[src/rtl/core/lfu_pkg.sv]
// lfu_pkg: shared types and constants for the LFU page replacement block.
// Holds the channel payload structs and the cell chain control structs.
// No dependencies.
package lfu_pkg;

	localparam int PAGE_FIELD_W  = 16;
	localparam int SLOT_FIELD_W  = 4;
	localparam int FAULT_W       = 32;
	localparam int FRAMES_CFG_W  = 5;
	localparam logic [FRAMES_CFG_W-1:0] FRAMES_RESET = 5'd16;

	// access request payload
	typedef struct packed {
		logic [PAGE_FIELD_W-1:0] page;
	} access_t;

	// result payload
	typedef struct packed {
		logic                    hit;
		logic [SLOT_FIELD_W-1:0] slot;
		logic                    evicted_valid;
		logic [PAGE_FIELD_W-1:0] evicted_page;
		logic [FAULT_W-1:0]      fault_count;
	} result_t;

	// configuration write payload
	typedef struct packed {
		logic [FRAMES_CFG_W-1:0] frames_in_use;
	} cfg_t;

	// search token flags travelling down the cell chain
	typedef struct packed {
		logic go;          // token carries a live request
		logic hit;         // a matching resident page was seen
		logic empty_found; // an empty frame was seen
		logic best_set;    // best_* holds a candidate
	} tok_flags_t;

	// update broadcast from the chain tail to all cells
	typedef struct packed {
		logic en;   // write the addressed cell
		logic fill; // 1: load new page, count 1; 0: bump count
	} upd_ctl_t;

endpackage

[src/rtl/core/lfu_cell.sv]
// lfu_cell: one page frame of the LFU table plus one stage of the search chain.
// Depends on lfu_pkg.
module lfu_cell import lfu_pkg::*; #(
	parameter int INDEX      = 0,
	parameter int NUM_FRAMES = 16,
	parameter int PAGE_BITS  = 16,
	parameter int COUNT_BITS = 16,
	localparam int IDX_W     = $clog2(NUM_FRAMES),
	localparam int NW        = $clog2(NUM_FRAMES + 1)
) (
	input  logic                  clk,
	input  logic                  arst_n,
	input  logic [NW-1:0]         n_act,
	// token from the previous stage
	input  tok_flags_t            prev_flags,
	input  logic [PAGE_BITS-1:0]  prev_page,
	input  logic [IDX_W-1:0]      prev_hit_idx,
	input  logic [IDX_W-1:0]      prev_empty_idx,
	input  logic [IDX_W-1:0]      prev_best_idx,
	input  logic [COUNT_BITS-1:0] prev_best_cnt,
	input  logic [PAGE_BITS-1:0]  prev_best_page,
	// token to the next stage (registered)
	output tok_flags_t            next_flags,
	output logic [PAGE_BITS-1:0]  next_page,
	output logic [IDX_W-1:0]      next_hit_idx,
	output logic [IDX_W-1:0]      next_empty_idx,
	output logic [IDX_W-1:0]      next_best_idx,
	output logic [COUNT_BITS-1:0] next_best_cnt,
	output logic [PAGE_BITS-1:0]  next_best_page,
	// update broadcast
	input  upd_ctl_t              upd,
	input  logic [IDX_W-1:0]      upd_idx,
	input  logic [PAGE_BITS-1:0]  upd_page
);

	localparam logic [IDX_W-1:0] MY_IDX = IDX_W'(INDEX);

	logic                  valid_q;
	logic [PAGE_BITS-1:0]  page_q;
	logic [COUNT_BITS-1:0] count_q;

	logic                  active;
	logic                  sel;
	tok_flags_t            flags_d;
	logic [IDX_W-1:0]      hit_idx_d;
	logic [IDX_W-1:0]      empty_idx_d;
	logic [IDX_W-1:0]      best_idx_d;
	logic [COUNT_BITS-1:0] best_cnt_d;
	logic [PAGE_BITS-1:0]  best_page_d;

	// merge this frame into the passing token
	always_comb begin
		active      = 32'(n_act) > INDEX;
		flags_d     = prev_flags;
		hit_idx_d   = prev_hit_idx;
		empty_idx_d = prev_empty_idx;
		best_idx_d  = prev_best_idx;
		best_cnt_d  = prev_best_cnt;
		best_page_d = prev_best_page;
		if (active) begin
			if (!prev_flags.hit && valid_q && page_q == prev_page) begin
				flags_d.hit = 1'b1;
				hit_idx_d   = MY_IDX;
			end
			if (!prev_flags.empty_found && !valid_q) begin
				flags_d.empty_found = 1'b1;
				empty_idx_d         = MY_IDX;
			end
			// strict less-than keeps the lowest index on ties
			if (!prev_flags.best_set || count_q < prev_best_cnt) begin
				flags_d.best_set = 1'b1;
				best_idx_d       = MY_IDX;
				best_cnt_d       = count_q;
				best_page_d      = page_q;
			end
		end
	end

	always_ff @(posedge clk or negedge arst_n) begin
		if (!arst_n) begin
			next_flags <= '0;
		end else begin
			next_flags <= flags_d;
		end
	end

	always_ff @(posedge clk) begin
		next_page      <= prev_page;
		next_hit_idx   <= hit_idx_d;
		next_empty_idx <= empty_idx_d;
		next_best_idx  <= best_idx_d;
		next_best_cnt  <= best_cnt_d;
		next_best_page <= best_page_d;
	end

	assign sel = upd.en && upd_idx == MY_IDX;

	// frame state
	always_ff @(posedge clk or negedge arst_n) begin
		if (!arst_n) begin
			valid_q <= 1'b0;
			count_q <= '0;
		end else if (sel) begin
			if (upd.fill) begin
				valid_q <= 1'b1;
				count_q <= COUNT_BITS'(1);
			end else if (!(&count_q)) begin
				count_q <= count_q + 1'b1;
			end
		end
	end

	always_ff @(posedge clk) begin
		if (sel && upd.fill) begin
			page_q <= upd_page;
		end
	end

endmodule

[config.mk]
export PLATFORM = sky130hd
export DESIGN_NAME = lfu_cell
export DESIGN_NICKNAME = d
export VERILOG_FILES = /design/src/rtl/core/lfu_pkg.sv /design/src/rtl/core/lfu_cell.sv
export SDC_FILE = /design/constraint.sdc
export NUM_CORES = 1
export LEC_CHECK = 0
export BUFFER_PORTS_ARGS = -buffer_cell sky130_fd_sc_hd__buf_2
export CORE_AREA = 4 4 129 131
export DETAILED_ROUTE_END_ITERATION = 10
export DIE_AREA = 0 0 133 135
export SETUP_SLACK_MARGIN = 0.02
export SYNTH_ARGS = -nofsm -noshare
export SYNTH_HDL_FRONTEND = slang
export SYNTH_SLANG_ARGS = --single-unit
[constraint.sdc]
create_clock -name clk -period 2.2 [get_ports clk]
set_clock_uncertainty 0.05 [all_clocks]
set_input_delay 0.22 -clock clk [delete_from_list [all_inputs] [get_ports clk]]
set_output_delay 0.22 -clock clk [all_outputs]
set_load 0.01 [all_outputs]
After elaboration in Yosys (flattened, before gate mapping):

Index checks and enable logic that the tools add are counted.

* equal/unequal tests: 2
* order comparisons: 2
* reductions and logical operators: 14
* mux-type cells: 16
* add/subtract/negate cells: 1

Operators with widths (number)
* $mux W16: 6
* $mux W4: 6
* $add A16 B1 Y16 const B: 1
* $eq A16 B16 Y1: 1
* $lt A16 B16 Y1: 1
* $reduce_and A16 Y1: 1
* $gt A5 B1 Y1 const B: 1
* $logic_and A1 B1 Y1: 5
* $logic_not A1 Y1: 4
* $logic_not A4 Y1: 1
* $reduce_and A2 Y1: 2
* $mux W1: 3
* $mux W3: 1
* $ne A2 B2 Y1 const B: 1
* $logic_or A1 B1 Y1: 1

* logic and storage cells: 48
* bits in registers: 97
* input bits: 93

Logic depth before layout (Yosys ltp):

* word-level depth: 5
* depth in mapped cells: 8
* gate-level depth less buffers: 7

Worst setup path before layout:

Ideal clock, no wire load.

* kind: register to register
* start point: register count_q[13]
* end point: register next_best_cnt[10]
* setup time: 0.123 ns
* data required time: 2.027 ns
* setup slack: 0.042 ns
* clock period less this slack: 2.158 ns
* data arrival time: 1.984 ns
* stages on the path, launching flop included: 8
* cell sequence: dfrtp_1 ha_1 nand4_1 nor3_1 a31oi_1 a31oi_4 buf_4 mux2_1

* longest elaborated chain between the ends: 4

RTL lines
* start: declaration: RTL line lfu_cell.sv:40 `logic [COUNT_BITS-1:0] count_q;`
* start signal: assignment: RTL line lfu_cell.sv:108 `count_q <= count_q + 1'b1;`
* $lt A16 B16 Y1: RTL line lfu_cell.sv:70 `if (!prev_flags.best_set || count_q < prev_best_cnt) begin`
* $logic_or A1 B1 Y1: RTL line lfu_cell.sv:70
* $mux W16: RTL line lfu_cell.sv:70
* $mux W16: RTL line lfu_cell.sv:60 `if (active) begin`
* via best_cnt_d[10]: RTL line lfu_cell.sv:48 `logic [COUNT_BITS-1:0] best_cnt_d;`
* end signal: assignment: RTL line lfu_cell.sv:92 `next_best_cnt <= best_cnt_d;`
* end: declaration: RTL line lfu_cell.sv:28 `output logic [COUNT_BITS-1:0] next_best_cnt,`

The timed path passes the listed nets, and every way through them passes these cells.
A chain may end at the register's enable or synchronous reset.

Worst setup path in the final report:

* start point: register count_q[1]
* end point: register next_best_page[12]

* longest elaborated chain between the ends: 4

RTL lines
* $lt A16 B16 Y1: RTL line lfu_cell.sv:70
* $logic_or A1 B1 Y1: RTL line lfu_cell.sv:70
* $mux W16: RTL line lfu_cell.sv:70
* $mux W16: RTL line lfu_cell.sv:60
* via best_page_d[12]: RTL line lfu_cell.sv:49 `logic [PAGE_BITS-1:0] best_page_d;`
* end signal: assignment: RTL line lfu_cell.sv:93 `next_best_page <= best_page_d;`
* end: declaration: RTL line lfu_cell.sv:29 `output logic [PAGE_BITS-1:0] next_best_page,`

The timed path passes the listed nets, and every way through them passes these cells.

==> flow_metrics.env <==
export IMPL_status="finished, violations left"
export IMPL_violations="negative setup slack"
export IMPL_cp_arrival_ns=2.39
export IMPL_relSlewSlack_pct=61.4
export IMPL_layout_commonest_cell="buf_2"
export IMPL_grt_overflow_total=0
export IMPL_track_usage_pct=13.1
export IMPL_leakage_nw=2.76
export IMPL_n_antenna_cell=0
export IMPL_min_path_type="in2reg"
export IMPL_num_rows=46
export IMPL_endpoint="next_best_page[12]"
export IMPL_critical_path_top_delay_family="compound AO/OA/AOI/OAI gates"
export IMPL_nNetsFinal=649
export IMPL_fin_ws_ns=-0.00835
export IMPL_holdWs_ns=0.0179
export IMPL_fin_crit_sh_pct=100
export IMPL_cts_htree_levels=3
export IMPL_chipWidth_um=133
export IMPL_fin_tns_setup_ns=-0.0113
export IMPL_synth_edf_count=16
export IMPL_syn_area_per_cell_um2=12.2
export IMPL_clockBufferDepth=2
export IMPL_clk_latency_ns=0.35
export IMPL_multiInputGateArea_um2=1690
export IMPL_fmax_mhz=453
export IMPL_start_util_pct=24.6
export IMPL_setup_viol=4
export IMPL_final_min_clock_period_ns=2.21
export IMPL_num_vias=3171
export IMPL_placed_cells=705
export IMPL_crit_top_cell="buf_12"
export IMPL_ys_ff_latch=97
export IMPL_synth_flop_cell="dfxtp_1"
export IMPL_ant_nets=0
export IMPL_ys_async_sr_fraction_pct=21.6
export IMPL_ios=157
export IMPL_worstPathMaxFanout=6
export IMPL_cts_root_buf="clkbuf_16"
export IMPL_final_cell_mix="buf_2, dfxtp_1, dlygate4sd3_1, mux2_4, buf_4"
export IMPL_syn_to_final_growth_pct=56.5
export IMPL_wl_per_cell_um=15.3
export IMPL_powerDensity_nw_per_um2=675
export IMPL_postSynthCellCount=315
export IMPL_tightest_slew_ns=0.580
export IMPL_register_area_um2=2210
export IMPL_dieArea_um2=18000
export IMPL_min_path_cells=1
export IMPL_dp_hpwl_um=8740
export IMPL_grt_first_pass_wirelength_um=18200
export IMPL_stdcell_count=761
export IMPL_cts_tree="done"
export IMPL_clock_sinks=97
export IMPL_synth_warnings=0
export IMPL_reg2reg_slack_ns=-0.008
export IMPL_drt_total_wl_um=11600
export IMPL_cp_depth=7
export IMPL_antenna_found_initial=0
export IMPL_core_um2=15600
export IMPL_place_area_um2=5080
export IMPL_grt_pass1_vias=3519
export IMPL_max_cap_violations=0
export IMPL_r2r_end="next_best_page[12]"
export IMPL_startpoint="count_q[1]"
export IMPL_route_detailed_drc=0
export IMPL_worst_path_buf_inv=2
export IMPL_gp_congestion=0.839
export IMPL_port_buffers=156
export IMPL_synth_area_um2=3840
export IMPL_synth_fp_nets=424
export IMPL_numCtsBuffers=9
export IMPL_peakVddDrop_uv=341
export IMPL_critPathRequiredTime_ns=2.38
export IMPL_die_y_um=135
export IMPL_grt_max_degree=22
export IMPL_vias_per_cell=4.17
export IMPL_drtPass1Iterations=4
export IMPL_hold_violations=0
export IMPL_reg2regPathDepth=7
export IMPL_ys_seq_area_share_pct=57.5
export IMPL_crit_chain="ha_1, a2111o_1, a31oi_2, a31oi_4, buf_12, buf_12, mux2_4"
export IMPL_slowest_stage="dfrtp_1"
export IMPL_synth_distinct_cells=50
export IMPL_start_kind="flip-flop"
export IMPL_critPathKind="reg2reg"
export IMPL_fin_area_um2=6010
export IMPL_final_util_pct=38.5
export IMPL_critical_path_max_stage_delay_ns=0.39
export IMPL_drtIter0Drc=117
export IMPL_slew_violations=0
export IMPL_rsz0062_at_grt="yes"
export IMPL_fillers=1484
export IMPL_clk_pin_slew_ns=0.07
export IMPL_final_layout_size_suffix_gt1_share_pct=46.4
export IMPL_r2r_start="count_q[1]"
export IMPL_endpoint_kind="flip-flop"
==> sequential cells by signal (all words and copies together), names as in the netlist <==
| name | flops |
|---|---|
| next_empty_idx | 4 |
| next_page | 16 |
| next_flags | 4 |
| next_best_idx | 4 |
| next_best_cnt | 16 |
| next_best_page | 16 |
| valid_q | 1 |
| count_q | 16 |
| page_q | 16 |
| next_hit_idx | 4 |
==> what timing repair did <==
item | 4_1_cts | 5_1_grt
hold buffers | 33 | 0
resized for setup | 34 | 11
endpoints found under the setup margin | 29 | 39
setup buffers | 4 | 2
endpoints found under the hold margin | 53 | 0
cloned | 2 | 0
pin swaps | 6 | 6
==> worst register-to-register path: stages (launching register included) <==
cell and delay [ns]:
dfrtp_1 0.39, ha_1 0.28, a2111o_1 0.39, a31oi_2 0.24
a31oi_4 0.13, buf_12 0.17, buf_12 0.14, mux2_4 0.30
==> synthesized netlist by cell type, types with 3 or more instances <==
| master | instances | area (µm²) |
|---|---|---|
| a211oi_1 | 3 | 22.5 |
| a21oi_1 | 12 | 60.1 |
| and2_1 | 9 | 56.3 |
| and3_1 | 3 | 18.8 |
| and4_1 | 3 | 26.3 |
| buf_2 | 3 | 15.0 |
| buf_4 | 3 | 22.5 |
| dfrtp_1 | 21 | 526 |
| dfxtp_1 | 60 | 1200 |
| edfxtp_1 | 16 | 480 |
| ha_1 | 16 | 200 |
| inv_1 | 19 | 71.3 |
| mux2_1 | 24 | 270 |
| mux2_2 | 6 | 67.6 |
| mux2i_1 | 3 | 30.0 |
| nand2_1 | 9 | 33.8 |
| nand3_1 | 4 | 20.0 |
| nand4_1 | 6 | 37.5 |
| nor2_1 | 16 | 60.1 |
| nor2b_1 | 8 | 50.1 |
| nor3_1 | 9 | 45.0 |
| nor4_1 | 3 | 18.8 |
| o21ai_0 | 6 | 30.0 |
| or3_1 | 3 | 18.8 |
| xnor2_1 | 9 | 78.8 |
| xor2_1 | 13 | 114 |
==> cells by family (layout without fill, tap and decap cells) <==
group           Yosys count  in the layout  share of synthesized area, %
buf+inv                  26            256                          2.93
simple gates             88             88                          13.7
flops                    97             97                          57.5
compound gates           33             33                          6.00
fa+ha+maj                16             16                          5.22
xor+xnor                 22             22                          5.02
mux                      33             33                          9.59
==> stage by stage <==
stage               worst slack, ns  power (W)
floorplan                    0.0423    0.00219
global placement            -0.0613    0.00245
global route                -0.0853    0.00425
detailed placement          -0.0922    0.00247
CTS                         -0.0270    0.00410
finish                     -0.00835    0.00405
==> per-layer routing <==
layer | part of all wire (%) | global-route usage, % | vias to the layer above
met5 | 0 | 0 | -
met4 | 2.3 | 5.89 | 0
met3 | 4.9 | 2.87 | 17
met2 | 55 | 24.8 | 107
met1 | 38 | 13.8 | 1487
li1 | - | - | 1560
==> worst min-delay path by stage <==
| stage | from | endpoint | slack (ns) |
|---|---|---|---|
| 6_report | upd_page[1] | page_q[1] | 0.02 |
| 5_1_grt | upd_page[1] | page_q[1] | 0.0007 |
| 4_1_cts | upd_page[1] | page_q[1] | 0.003 |
| 3_5_place_dp | arst_n | count_q[8] | 0.20 |
| 3_3_place_gp | arst_n | count_q[8] | 0.20 |
| 2_1_floorplan | arst_n | count_q[0] | -0.13 |
==> report_power, final <==
part	leakage, nW	switching (W)	internal (W)
logic	1.70	0.000259	0.000301
registers	0.912	0.0000394	0.00191
clock network	0.142	0.000699	0.000847
==> area by class of cell <==
| cell class | instances | share of cell area [%] |
|---|---|---|
| Inverter | 19 | 1.19 |
| Timing Repair Buffer | 221 | 24.4 |
| Tap cell | 216 | 4.50 |
| Clock buffer | 10 | 4.17 |
| Multi-Input combinational cell | 192 | 28.2 |
| Sequential cell | 97 | 36.8 |
| Clock inverter | 6 | 0.812 |
Power figures use the tool's default switching activity.
